**src/hdl/isk_pkg.sv**
```systemverilog
// isk_pkg: sizes, opcodes, status codes and controller/datapath command types
// for the integer stack engine; no dependencies, used by every other file
package isk_pkg;

	localparam int DEPTH      = 64;
	localparam int DATA_WIDTH = 32;
	localparam int OP_W       = 3;
	localparam int VAL_W      = 32;
	localparam int ST_W       = 3;
	localparam int IDX_W      = (DEPTH > 1) ? $clog2(DEPTH) : 1;
	localparam int CNT_W      = $clog2(DEPTH + 1);

	typedef enum logic [OP_W-1:0] {
		OP_PUSH = 3'd0,
		OP_DUMP = 3'd1,
		OP_PEEK = 3'd2,
		OP_POP  = 3'd3,
		OP_SWAP = 3'd4
	} op_t;

	typedef enum logic [ST_W-1:0] {
		ST_OK         = 3'd0,
		ST_FULL       = 3'd1,
		ST_PEEK_EMPTY = 3'd2,
		ST_POP_EMPTY  = 3'd3,
		ST_SWAP_SHORT = 3'd4,
		ST_DUMP_EMPTY = 3'd5,
		ST_VALUE      = 3'd6
	} status_t;

	typedef enum logic [2:0] {
		S_IDLE,
		S_DECODE,
		S_SWAP_RD,
		S_SWAP_WR,
		S_DUMP
	} state_t;

	typedef enum logic [1:0] {
		RA_TOP,
		RA_SECOND,
		RA_NEXT
	} rd_sel_t;

	typedef enum logic [1:0] {
		WR_PUSH,
		WR_SWAP_HI,
		WR_SWAP_LO
	} wr_sel_t;

	typedef enum logic [1:0] {
		CNT_HOLD,
		CNT_INC,
		CNT_DEC,
		CNT_CLR
	} cnt_op_t;

	typedef struct packed {
		logic    ld;
		logic    rd_en;
		rd_sel_t ra_sel;
		logic    wr_en;
		wr_sel_t wr_sel;
		cnt_op_t cnt_op;
		logic    tmp_ld;
		logic    ptr_ld;
		logic    ptr_dec;
		logic    emit;
		logic    use_mem;
		status_t code;
		logic    last;
	} isk_cmd_t;

	typedef struct packed {
		logic [OP_W-1:0]  op;
		logic             empty;
		logic             full;
		logic             few;
		logic             ptr_zero;
		logic             out_free;
		logic [CNT_W-1:0] count;
	} isk_stat_t;

endpackage

```
**src/hdl/isk_in_if.sv**
```systemverilog
// isk_in_if: request channel of the stack engine, valid/ready with opcode and value
// depends on isk_pkg for field widths
interface isk_in_if;
	logic                                valid;
	logic                                ready;
	logic [isk_pkg::OP_W-1:0]            operation;
	logic signed [isk_pkg::VAL_W-1:0]    value;

	modport source (output valid, output operation, output value, input ready);
	modport sink (input valid, input operation, input value, output ready);
endinterface

```
**src/hdl/isk_out_if.sv**
```systemverilog
// isk_out_if: result channel of the stack engine, valid/ready with data, status, last
// depends on isk_pkg for field widths
interface isk_out_if;
	logic                                valid;
	logic                                ready;
	logic signed [isk_pkg::VAL_W-1:0]    data;
	logic [isk_pkg::ST_W-1:0]            status;
	logic                                last;

	modport source (output valid, output data, output status, output last, input ready);
	modport sink (input valid, input data, input status, input last, output ready);
endinterface

```
**src/hdl/integer_stack_engine.sv**
```systemverilog
// integer_stack_engine: top level of a bounded lifo of signed integers
// depends on isk_pkg, isk_in_if, isk_out_if, isk_ctrl and isk_dp
//
// usage
// - req carries one opcode (push, dump, peek, pop, swap) and a push value per
//   transaction; rsp returns result transactions with data, status and last,
//   last marking the final result of each request
// - push, pop and peek write their result into the result register once it is
//   free; swap reads the two top entries and writes them back exchanged (two
//   reads and two writes on the entry memory); dump loads the dump pointer, then
//   issues one entry per cycle while rsp is ready; undefined opcodes are dropped with no result
// - req is ready only between requests, so a new request is taken once the
//   previous one has issued its last result into the result register; that
//   result may still wait on rsp while the next request is taken
// - the result register holds a stalled result; the sequencer waits with
//   the next result until rsp takes it
// - reset empties the stack and marks the result register empty; entry memory is
//   not cleared, entries at or above the count are never used in a result
// - failing pushes (full) and swaps (short) empty the stack; other failing requests leave it
module integer_stack_engine (
	input  logic      clk,
	input  logic      arst_n,
	isk_in_if.sink    req,
	isk_out_if.source rsp
);
	import isk_pkg::*;

	isk_cmd_t  cmd;
	isk_stat_t stat;
	logic      accept;

	assign accept = req.valid && req.ready;

	isk_ctrl u_ctrl (
		.clk    (clk),
		.arst_n (arst_n),
		.accept (accept),
		.stat   (stat),
		.ready  (req.ready),
		.cmd    (cmd)
	);

	isk_dp u_dp (
		.clk       (clk),
		.arst_n    (arst_n),
		.cmd       (cmd),
		.operation (req.operation),
		.value     (req.value),
		.stat      (stat),
		.rsp       (rsp)
	);

	a_count_bound: assert property (@(posedge clk) disable iff (!arst_n)
		stat.count <= CNT_W'(DEPTH))
		else $error("entry count above depth");

	a_no_overwrite: assert property (@(posedge clk) disable iff (!arst_n)
		cmd.emit |-> stat.out_free)
		else $error("result register overwritten while stalled");

	a_one_at_a_time: assert property (@(posedge clk) disable iff (!arst_n)
		accept |=> !req.ready)
		else $error("request taken while previous one in progress");

	a_push_grows: assert property (@(posedge clk) disable iff (!arst_n)
		(cmd.wr_en && cmd.wr_sel == WR_PUSH) |=> stat.count == $past(stat.count) + CNT_W'(1))
		else $error("push did not grow the stack");

endmodule

```
**src/hdl/isk_ctrl.sv**
```systemverilog
// isk_ctrl: sequencer of the stack engine, one state machine issuing datapath commands
// depends on isk_pkg
module isk_ctrl (
	input  logic               clk,
	input  logic               arst_n,
	input  logic               accept,
	input  isk_pkg::isk_stat_t stat,
	output logic               ready,
	output isk_pkg::isk_cmd_t  cmd
);
	import isk_pkg::*;

	state_t state_q;
	state_t state_nxt;

	always_ff @(posedge clk or negedge arst_n) begin
		if (!arst_n) begin
			state_q <= S_IDLE;
		end else begin
			state_q <= state_nxt;
		end
	end

	always_comb begin
		cmd       = '0;
		ready     = 1'b0;
		state_nxt = state_q;
		unique case (state_q)
			S_IDLE: begin
				ready = 1'b1;
				if (accept) begin
					cmd.ld     = 1'b1;
					cmd.rd_en  = 1'b1;
					cmd.ra_sel = RA_TOP;
					state_nxt  = S_DECODE;
				end
			end
			S_DECODE: begin
				unique case (stat.op)
					OP_PUSH: begin
						if (stat.out_free) begin
							cmd.emit  = 1'b1;
							cmd.last  = 1'b1;
							state_nxt = S_IDLE;
							if (stat.full) begin
								cmd.code   = ST_FULL;
								cmd.cnt_op = CNT_CLR;
							end else begin
								cmd.code   = ST_OK;
								cmd.wr_en  = 1'b1;
								cmd.wr_sel = WR_PUSH;
								cmd.cnt_op = CNT_INC;
							end
						end
					end
					OP_POP: begin
						if (stat.out_free) begin
							cmd.emit  = 1'b1;
							cmd.last  = 1'b1;
							state_nxt = S_IDLE;
							if (stat.empty) begin
								cmd.code = ST_POP_EMPTY;
							end else begin
								cmd.code   = ST_OK;
								cmd.cnt_op = CNT_DEC;
							end
						end
					end
					OP_PEEK: begin
						if (stat.out_free) begin
							cmd.emit  = 1'b1;
							cmd.last  = 1'b1;
							state_nxt = S_IDLE;
							if (stat.empty) begin
								cmd.code = ST_PEEK_EMPTY;
							end else begin
								cmd.code    = ST_VALUE;
								cmd.use_mem = 1'b1;
							end
						end
					end
					OP_SWAP: begin
						if (stat.few) begin
							if (stat.out_free) begin
								cmd.emit   = 1'b1;
								cmd.last   = 1'b1;
								cmd.code   = ST_SWAP_SHORT;
								cmd.cnt_op = CNT_CLR;
								state_nxt  = S_IDLE;
							end
						end else begin
							cmd.tmp_ld = 1'b1;
							cmd.rd_en  = 1'b1;
							cmd.ra_sel = RA_SECOND;
							state_nxt  = S_SWAP_RD;
						end
					end
					OP_DUMP: begin
						if (stat.empty) begin
							if (stat.out_free) begin
								cmd.emit  = 1'b1;
								cmd.last  = 1'b1;
								cmd.code  = ST_DUMP_EMPTY;
								state_nxt = S_IDLE;
							end
						end else begin
							cmd.ptr_ld = 1'b1;
							state_nxt  = S_DUMP;
						end
					end
					default: begin
						// undefined opcode: dropped without a result
						state_nxt = S_IDLE;
					end
				endcase
			end
			S_SWAP_RD: begin
				cmd.wr_en  = 1'b1;
				cmd.wr_sel = WR_SWAP_HI;
				state_nxt  = S_SWAP_WR;
			end
			S_SWAP_WR: begin
				if (stat.out_free) begin
					cmd.wr_en  = 1'b1;
					cmd.wr_sel = WR_SWAP_LO;
					cmd.emit   = 1'b1;
					cmd.last   = 1'b1;
					cmd.code   = ST_OK;
					state_nxt  = S_IDLE;
				end
			end
			S_DUMP: begin
				if (stat.out_free) begin
					cmd.emit    = 1'b1;
					cmd.use_mem = 1'b1;
					cmd.code    = ST_VALUE;
					cmd.last    = stat.ptr_zero;
					if (stat.ptr_zero) begin
						state_nxt = S_IDLE;
					end else begin
						cmd.rd_en   = 1'b1;
						cmd.ra_sel  = RA_NEXT;
						cmd.ptr_dec = 1'b1;
					end
				end
			end
			default: begin
				state_nxt = S_IDLE;
			end
		endcase
	end

endmodule

```
**src/hdl/isk_dp.sv**
```systemverilog
// isk_dp: datapath of the stack engine: entry memory, entry count, dump pointer,
// swap holding register and result register; depends on isk_pkg and isk_out_if
module isk_dp (
	input  logic                                clk,
	input  logic                                arst_n,
	input  isk_pkg::isk_cmd_t                   cmd,
	input  logic [isk_pkg::OP_W-1:0]            operation,
	input  logic signed [isk_pkg::VAL_W-1:0]    value,
	output isk_pkg::isk_stat_t                  stat,
	isk_out_if.source                           rsp
);
	import isk_pkg::*;

	logic [DATA_WIDTH-1:0] mem [DEPTH];
	logic [DATA_WIDTH-1:0] rd_data_q;
	logic [DATA_WIDTH-1:0] tmp_q;
	logic [OP_W-1:0]       op_q;
	logic [VAL_W-1:0]      val_q;
	logic [CNT_W-1:0]      count_q;
	logic [IDX_W-1:0]      ptr_q;
	logic                  out_valid_q;
	logic [VAL_W-1:0]      out_data_q;
	logic [ST_W-1:0]       out_status_q;
	logic                  out_last_q;

	logic [CNT_W-1:0]      cnt_m1;
	logic [CNT_W-1:0]      cnt_m2;
	logic [IDX_W-1:0]      top_idx;
	logic [IDX_W-1:0]      second_idx;
	logic [IDX_W-1:0]      push_idx;
	logic [IDX_W-1:0]      rd_addr;
	logic [IDX_W-1:0]      wr_addr;
	logic [DATA_WIDTH-1:0] wr_data;

	assign cnt_m1     = count_q - CNT_W'(1);
	assign cnt_m2     = count_q - CNT_W'(2);
	assign top_idx    = cnt_m1[IDX_W-1:0];
	assign second_idx = cnt_m2[IDX_W-1:0];
	assign push_idx   = count_q[IDX_W-1:0];

	always_comb begin
		unique case (cmd.ra_sel)
			RA_TOP:    rd_addr = top_idx;
			RA_SECOND: rd_addr = second_idx;
			RA_NEXT:   rd_addr = ptr_q - IDX_W'(1);
			default:   rd_addr = top_idx;
		endcase
	end

	always_comb begin
		unique case (cmd.wr_sel)
			WR_PUSH: begin
				wr_addr = push_idx;
				wr_data = DATA_WIDTH'($unsigned(val_q));
			end
			WR_SWAP_HI: begin
				wr_addr = top_idx;
				wr_data = rd_data_q;
			end
			WR_SWAP_LO: begin
				wr_addr = second_idx;
				wr_data = tmp_q;
			end
			default: begin
				wr_addr = push_idx;
				wr_data = tmp_q;
			end
		endcase
	end

	always_ff @(posedge clk) begin
		if (cmd.wr_en) begin
			mem[wr_addr] <= wr_data;
		end
		if (cmd.rd_en) begin
			rd_data_q <= mem[rd_addr];
		end
	end

	always_ff @(posedge clk) begin
		if (cmd.ld) begin
			op_q  <= operation;
			val_q <= value;
		end
		if (cmd.tmp_ld) begin
			tmp_q <= rd_data_q;
		end
		if (cmd.ptr_ld) begin
			ptr_q <= top_idx;
		end else if (cmd.ptr_dec) begin
			ptr_q <= ptr_q - IDX_W'(1);
		end
		if (cmd.emit) begin
			out_data_q   <= cmd.use_mem ? VAL_W'(rd_data_q) : '0;
			out_status_q <= cmd.code;
			out_last_q   <= cmd.last;
		end
	end

	always_ff @(posedge clk or negedge arst_n) begin
		if (!arst_n) begin
			count_q     <= '0;
			out_valid_q <= 1'b0;
		end else begin
			unique case (cmd.cnt_op)
				CNT_HOLD: count_q <= count_q;
				CNT_INC:  count_q <= count_q + CNT_W'(1);
				CNT_DEC:  count_q <= cnt_m1;
				CNT_CLR:  count_q <= '0;
				default:  count_q <= count_q;
			endcase
			if (cmd.emit) begin
				out_valid_q <= 1'b1;
			end else if (rsp.ready) begin
				out_valid_q <= 1'b0;
			end
		end
	end

	assign stat.op       = op_q;
	assign stat.empty    = (count_q == '0);
	assign stat.full     = (count_q == CNT_W'(DEPTH));
	assign stat.few      = (count_q < CNT_W'(2));
	assign stat.ptr_zero = (ptr_q == '0);
	assign stat.out_free = !out_valid_q || rsp.ready;
	assign stat.count    = count_q;

	assign rsp.valid  = out_valid_q;
	assign rsp.data   = out_data_q;
	assign rsp.status = out_status_q;
	assign rsp.last   = out_last_q;

endmodule
```
**src/flat_wrapper.sv**
```systemverilog
// flat-port wrapper written by rule: the top's interface ports become plain ports
module integer_stack_engine_flat import isk_pkg::*;
  (clk, arst_n, req_valid, req_operation, req_value, req_ready, rsp_valid, rsp_data, rsp_status, rsp_last, rsp_ready);
  isk_in_if req_i ();
  isk_out_if rsp_i ();
  input  logic clk;
  input  logic arst_n;
  input wire logic [$bits(req_i.valid)-1:0] req_valid;
  input wire logic [$bits(req_i.operation)-1:0] req_operation;
  input wire logic [$bits(req_i.value)-1:0] req_value;
  output wire logic [$bits(req_i.ready)-1:0] req_ready;
  output wire logic [$bits(rsp_i.valid)-1:0] rsp_valid;
  output wire logic [$bits(rsp_i.data)-1:0] rsp_data;
  output wire logic [$bits(rsp_i.status)-1:0] rsp_status;
  output wire logic [$bits(rsp_i.last)-1:0] rsp_last;
  input wire logic [$bits(rsp_i.ready)-1:0] rsp_ready;
  assign req_i.valid = req_valid;
  assign req_i.operation = req_operation;
  assign req_i.value = req_value;
  assign req_ready = req_i.ready;
  assign rsp_valid = rsp_i.valid;
  assign rsp_data = rsp_i.data;
  assign rsp_status = rsp_i.status;
  assign rsp_last = rsp_i.last;
  assign rsp_i.ready = rsp_ready;
  integer_stack_engine u_core (.clk(clk), .arst_n(arst_n), .req(req_i), .rsp(rsp_i));
endmodule
```
**config.mk**
```make
export PLATFORM = sky130hd
export DESIGN_NAME = integer_stack_engine_flat
export DESIGN_NICKNAME = d
export VERILOG_FILES = /design/src/hdl/isk_pkg.sv /design/src/hdl/isk_in_if.sv /design/src/hdl/isk_out_if.sv /design/src/hdl/integer_stack_engine.sv /design/src/hdl/isk_ctrl.sv /design/src/hdl/isk_dp.sv /design/src/flat_wrapper.sv
export SDC_FILE = /design/constraint.sdc
export NUM_CORES = 2
export LEC_CHECK = 0
export ABC_AREA = 1
export BUFFER_PORTS_ARGS = -buffer_cell sky130_fd_sc_hd__buf_2
export CAP_MARGIN = 20
export CORE_UTILIZATION = 30
export CTS_BUF_LIST = sky130_fd_sc_hd__clkbuf_16
export DETAILED_ROUTE_END_ITERATION = 7
export GPL_ROUTABILITY_DRIVEN = 1
export PLACE_DENSITY = 0.43
export SETUP_SLACK_MARGIN = 0.3
export SLEW_MARGIN = 10
export SYNTH_ARGS = -nofsm -noshare
export SYNTH_HDL_FRONTEND = slang
export SYNTH_SLANG_ARGS = --single-unit
```
**constraint.sdc**
```tcl
create_clock -name clk -period 6.5 [get_ports clk]
set_input_delay 1.95 -clock clk [delete_from_list [all_inputs] [get_ports clk]]
set_output_delay 1.95 -clock clk [all_outputs]
set_load 0.005 [all_outputs]
```
# --- After elaboration in Yosys (flattened, before gate mapping) ---
# Memory sizes are Yosys's and may differ from the RTL's. A register that Yosys moved wholly into a read port is not among the register bits.
# Cells that the tools add are included.
totals:
  register_bits: 120
  mem_bits_rw: 2048
  word_cells: 114
  mem_count: 1
op_classes:
  n_addsub: 4
  magnitude_cmp: 1
  n_eq_ne: 19
  muxes: 65
  n_reduce_logical: 14
memory_table:
  columns: ["memory", "words", "word_bits", "read_ports", "rd_clocked_by_memory_dff", "write_ports", "line", "rtl"]
  rows:
  - ["u_core.u_dp.mem", 64, 32, 1, 1, 1, "isk_dp.sv:14", "logic [DATA_WIDTH-1:0] mem [DEPTH];"]
ops:
  columns: ["op", "count"]
  rows:
  - ["$pmux 32 s2", 1]
  - ["$mux 3", 14]
  - ["$mux 4", 7]
  - ["$pmux 3 s3", 3]
  - ["$pmux 6 s2", 2]
  - ["$pmux 7 s3", 1]
  - ["$pmux 4 s5", 1]
  - ["$mux 1", 18]
  - ["$mux 6", 3]
  - ["$pmux 3 s5", 1]
  - ["$mux 2", 7]
  - ["$eq 3x2->1 const B", 4]
  - ["$pmux 4 s3", 1]
  - ["$eq 2x2->1 const B", 4]
  - ["$add 7x1->7 const B", 1]
  - ["$eq 7x7->1 const B", 1]
  - ["$logic_not 7->1", 1]
  - ["$lt 7x2->1 const B", 1]
  - ["$mux 7", 1]
  - ["$sub 7x1->7 const B", 1]
  - ["$eq 2x1->1 const B", 3]
  - ["$eq 3x1->1 const B", 2]
  - ["$eq 3x3->1 const B", 2]
  - ["$logic_not 3->1", 2]
  - ["other kinds (18)", 21]

# --- Longest topological paths before layout ---
logic_depth:
  word_depth: 8
  depth_mapped: 23
  depth_no_buf: 19

# --- Hierarchy ---
# From an unflattened synthesis, not the netlist that was laid out.
unflattened:
  cells_unflattened: 8581
  area_unflattened_um2: 95113.7
modules_own_cells:
  columns: ["module", "instances", "cells_each", "area_each_um2"]
  rows:
  - ["isk_dp", 1, 8491, 94635.8]
  - ["isk_ctrl", 1, 88, 470.5]
  - ["integer_stack_engine", 1, 2, 7.5]

# --- Least setup slack after synthesis ---
# OpenSTA, ideal clock, no wires.
synth_path:
  kind: "input port to flip-flop"
  start: "in rsp_ready"
  end: "mem u_core.u_dp.mem[0][10], data pin"
  arrival_ns: 5.275
  required_ns: 5.798
  setup_slack_ns: 0.523
  cell_stages: 7
  n_path_buf: 1
  path_cell_list: "nor2_4 > nor2_1 > inv_1 > ha_1 > inv_1 > clkbuf_1 > o21ai_0"
synth_between:
  elab_chain_len: 6
synth_rtl:
  columns: ["element", "line", "rtl"]
  rows:
  - ["from (decl)", "flat_wrapper.sv:16", "input wire logic [$bits(rsp_i.ready)-1:0] rsp_ready;"]
  - ["$logic_or 1x1->1 *", "isk_dp.sv:125", "assign stat.out_free = !out_valid_q || rsp.ready;"]
  - ["$mux 5", "isk_ctrl.sv:41", "if (stat.out_free) begin"]
  - ["$mux 3", "isk_ctrl.sv:39", "unique case (stat.op)"]
  - ["$pmux 3 s3 *", "isk_ctrl.sv:28", "unique case (state_q)"]
  - ["$eq 2x1->1 or $logic_not 2->1 (tied branches)", "isk_dp.sv:51", "unique case (cmd.wr_sel)"]
  - ["$pmux 32 s2 *", "isk_dp.sv:51", null]
  - ["named net u_core.u_dp.wr_data[10]", "isk_dp.sv:33", "logic [DATA_WIDTH-1:0] wr_data;"]
  - ["to (decl)", "isk_dp.sv:14", null]
# Mark *: on every way through the listed nets, which the timed path passes. The rest lies on a longest branch.

# --- Worst setup path after layout ---
layout_path:
  start: "in rsp_ready"
  end: "reg u_core.u_dp.rd_data_q[6] (read register of u_core.u_dp.mem), data pin"
layout_between:
  elab_chain_len: 5
layout_rtl:
  columns: ["element", "line", "rtl"]
  rows:
  - ["$logic_or 1x1->1 *", "isk_dp.sv:125", null]
  - ["$mux 3 *", "isk_ctrl.sv:133", "if (stat.out_free) begin"]
  - ["$pmux 3 s3 *", "isk_ctrl.sv:28", null]
  - ["$eq 2x2->1 or $eq 2x1->1 (tied branches)", "isk_dp.sv:42", "unique case (cmd.ra_sel)"]
  - ["$pmux 6 s2", "isk_dp.sv:42", null]
  - ["to (decl)", "isk_dp.sv:15", "logic [DATA_WIDTH-1:0] rd_data_q;"]
# Every way passes the cells marked *; elsewhere a longest branch is shown, timed or not.
# A chain may end at the register's enable or synchronous reset.

==> out/metrics.cfg <==
[global_routing]
grt_use_total=0.1803
grt_start_max_net_pins=148
grt_pass1_wl_mm=432.7
grt_pass1_vias=61869
antenna_found_initial=10
grt.overflow.total=0

[logic_synthesis]
synthTopCellsByArea=edfxtp_1 69%, nand3_1 12%, nand2_1 8.0%, inv_1 3.4%, nand3b_1 3.0%
ys_ff_latch=2200
ys_types=37
synth_warnings=0
synth_area_per_cell_um2=11.13
synth_fp_nets=8584
async_reset_ff_frac=0.005000
yosysSeqAreaShare=0.6952
syn_inst=8534
synth-main-ff-cell=edfxtp_1
yosys.area.top_type=edfxtp_1
synth-edff-count=2189
synth_top_area_share=0.6923
syn_area_um2=94940

[finish]
final_nets=8636
area_delta_synth_final_pct=15.71
drive_gt1_frac=0.09190
fin_cells=12949
final_cell_area_um2=109900

[clock_tree]
h-tree-depth=4
hold_buffers=0
post_cts_buffers=0
clk_latency_ps=910
cts_max_path_buffers=4
cts-buffers-inserted=245
cts-root-buf=clkbuf_16
cts.clk_slew.worst_paths_ps=60
ctsResizeCount=0
cts_tree=yes
clkSinkCount=2200

[placed_design]
dp.cells=12498
placed_cell_area_um2=102300
dp_hpwl_mm=165.6
gp_congestion=0.7989
numPortBuffers=76
place_worst_setup_slack_ps=63.93

[timing]
maxSlewViolCount=0
worst_pin_slew_ps=1099
min_period_ps=5648
layout_setup_ws_ps=851.9
hold_viol=0
max_freq_ghz=0.1771
relSlewSlack=0.2646
fin_skew_ps=45.89
setup_viol=0
finalSetupTns_ps=0
rsz0062_at_grt=false
final.period_utilization=0.8689

[floorplanning]
die_x_um=564.6
die_area_um2=318700
die_y_um=564.6
start_util=0.3014
rows=206
pin_count=77
coreArea_um2=315000

[hold_path]
hold_class=register to register

[worst_setup_path]
worstSetupEndpointType=register
crit_fanout=99
critPathLaunchType=input port
crit_arrival_ps=6260
critPathKind=input port to register
cp.required_ps=7110

[routing]
ant_nets=0
wl_mm=291.5
first_iter_violations=4942
vias_per_cell=4.879
drtPass1Iterations=6
dr_total_vias=63172
post-route-drc-count=0
routedWlPerCell_um=22.51

[run]
maxCapViolCount=0

[run_status]
status=finished, final reports clean

==> final cells by class <==
type	instances	area (um2)
Sequential cell	2200	66010
Timing Repair Buffer	376	3869
Antenna cell	8	20.02
Clock buffer	248	6206
Multi-Input combinational cell	4902	24020
Tap cell	4160	5205
Fill cell	31184	205100
Clock inverter	194	1277
Inverter	861	3253
==> metrics by stage <==
stage / util / hold slack [ps]
after floorplan: - / 426.4
after global placement: 0.3247 / 456.7
after detailed placement: 0.3249 / 444.2
after global routing: 0.3488 / 476.8
after CTS: 0.3486 / 458.4
final: 0.3488 / 455.5
==> worst paths after layout <==
kind	from	endpoint	slack [ps]	cells past startpoint
worst max-delay path	rsp_ready	u_core.u_dp.rd_data_q[6]	850	19
worst min-delay path	u_core.u_dp.rd_data_q[8]	u_core.u_dp.tmp_q[8]	460	0
worst max register to register	u_core.u_dp.count_q[1]	u_core.u_dp.rd_data_q[6]	1280	20
worst min register to register	u_core.u_dp.rd_data_q[8]	u_core.u_dp.tmp_q[8]	460	0
max in group asynchronous	arst_n	u_core.u_dp.count_q[4]	5360	1
min in group asynchronous	arst_n	u_core.u_ctrl.state_q[0]	920	1
==> cells in the final DEF (no fill, tap or decap), drive strengths merged <==
master    count
nand3      2204
xnor2         2
buf         376
a22oi        36
nand3b      385
o22ai         2
nor2        136
clkbuf      248
inv         919
edfxtp     2189
o311ai        1
a211o         1
a21oi        10
diode         8
clkinv      117
nor3          6
o21ai        55
nand2      2035
clkinvlp      2
o211a         1
xor2          9
nand4         1
a31oi         2
dfrtp        11
o21a          1
a21boi        1
ha           11
o211ai        2
o31ai         1
bufinv       17
==> kinds of logic after synthesis <==
logic type,Yosys count,synth area share
AND/OR/NAND/NOR,4767,0.2331
XOR/XNOR,11,0.001015
buffers and inverters,1432,0.06171
AO/OA/AOI/OAI,113,0.007446
flip-flops,2200,0.6952
adder cells (fa/ha/maj),11,0.001450
==> synth_stat cells (2+ instances only) <==
library cell and n:
a21oi_1 10, a22oi_1 36, a31oi_1 2, buf_1 60
buf_2 278, buf_4 25, buf_6 5, clkbuf_1 203
dfrtp_1 11, edfxtp_1 2189, ha_1 11, inv_1 852
inv_2 7, nand2_1 2032, nand2_4 2, nand3_1 2204
nand3b_1 385, nor2_1 133, nor2_2 2, nor3_1 6
o211ai_1 2, o21ai_0 54, o22ai_1 2, xnor2_1 2
xor2_1 9
==> per-layer routing <==
metal | track usage | up-vias | part of all wire
li1 | - | 29584 | -
met1 | 0.2582 | 31729 | 0.47
met2 | 0.2908 | 1491 | 0.46
met3 | 0.01985 | 368 | 0.044
met4 | 0.04476 | 0 | 0.020
met5 | 0 | - | 0
==> registers in the layout, summed over array words and instances, names as in the netlist <==
signal and cells:
u_core.u_dp.rd_data_q 32, u_core.u_dp.rsp.data 32, u_core.u_dp.ptr_q 6, u_core.u_dp.rsp.status 3, u_core.u_dp.rsp.last 1, u_core.u_dp.mem 2048, u_core.u_dp.op_q 3, u_core.u_dp.rsp.valid 1
u_core.u_ctrl.state_q 3, u_core.u_dp.count_q 7, u_core.u_dp.val_q 32, u_core.u_dp.tmp_q 32
==> worst max-delay path: stages <==
cell	delay, ps
buf_2	120
nor2_4	170
clkinv_1	250
nand2_1	270
nor2_1	100
inv_1	180
ha_1	430
inv_6	100
nand3_4	140
buf_12	240
buf_12	390
buf_12	390
nand3b_1	110
nand3_1	110
nand3_1	160
nand3_1	120
nand3_1	180
nand3_1	530
nand2_1	130
Power is not shown: default switching activity piles up to over one toggle a cycle in this logic, so the estimate is an artifact.
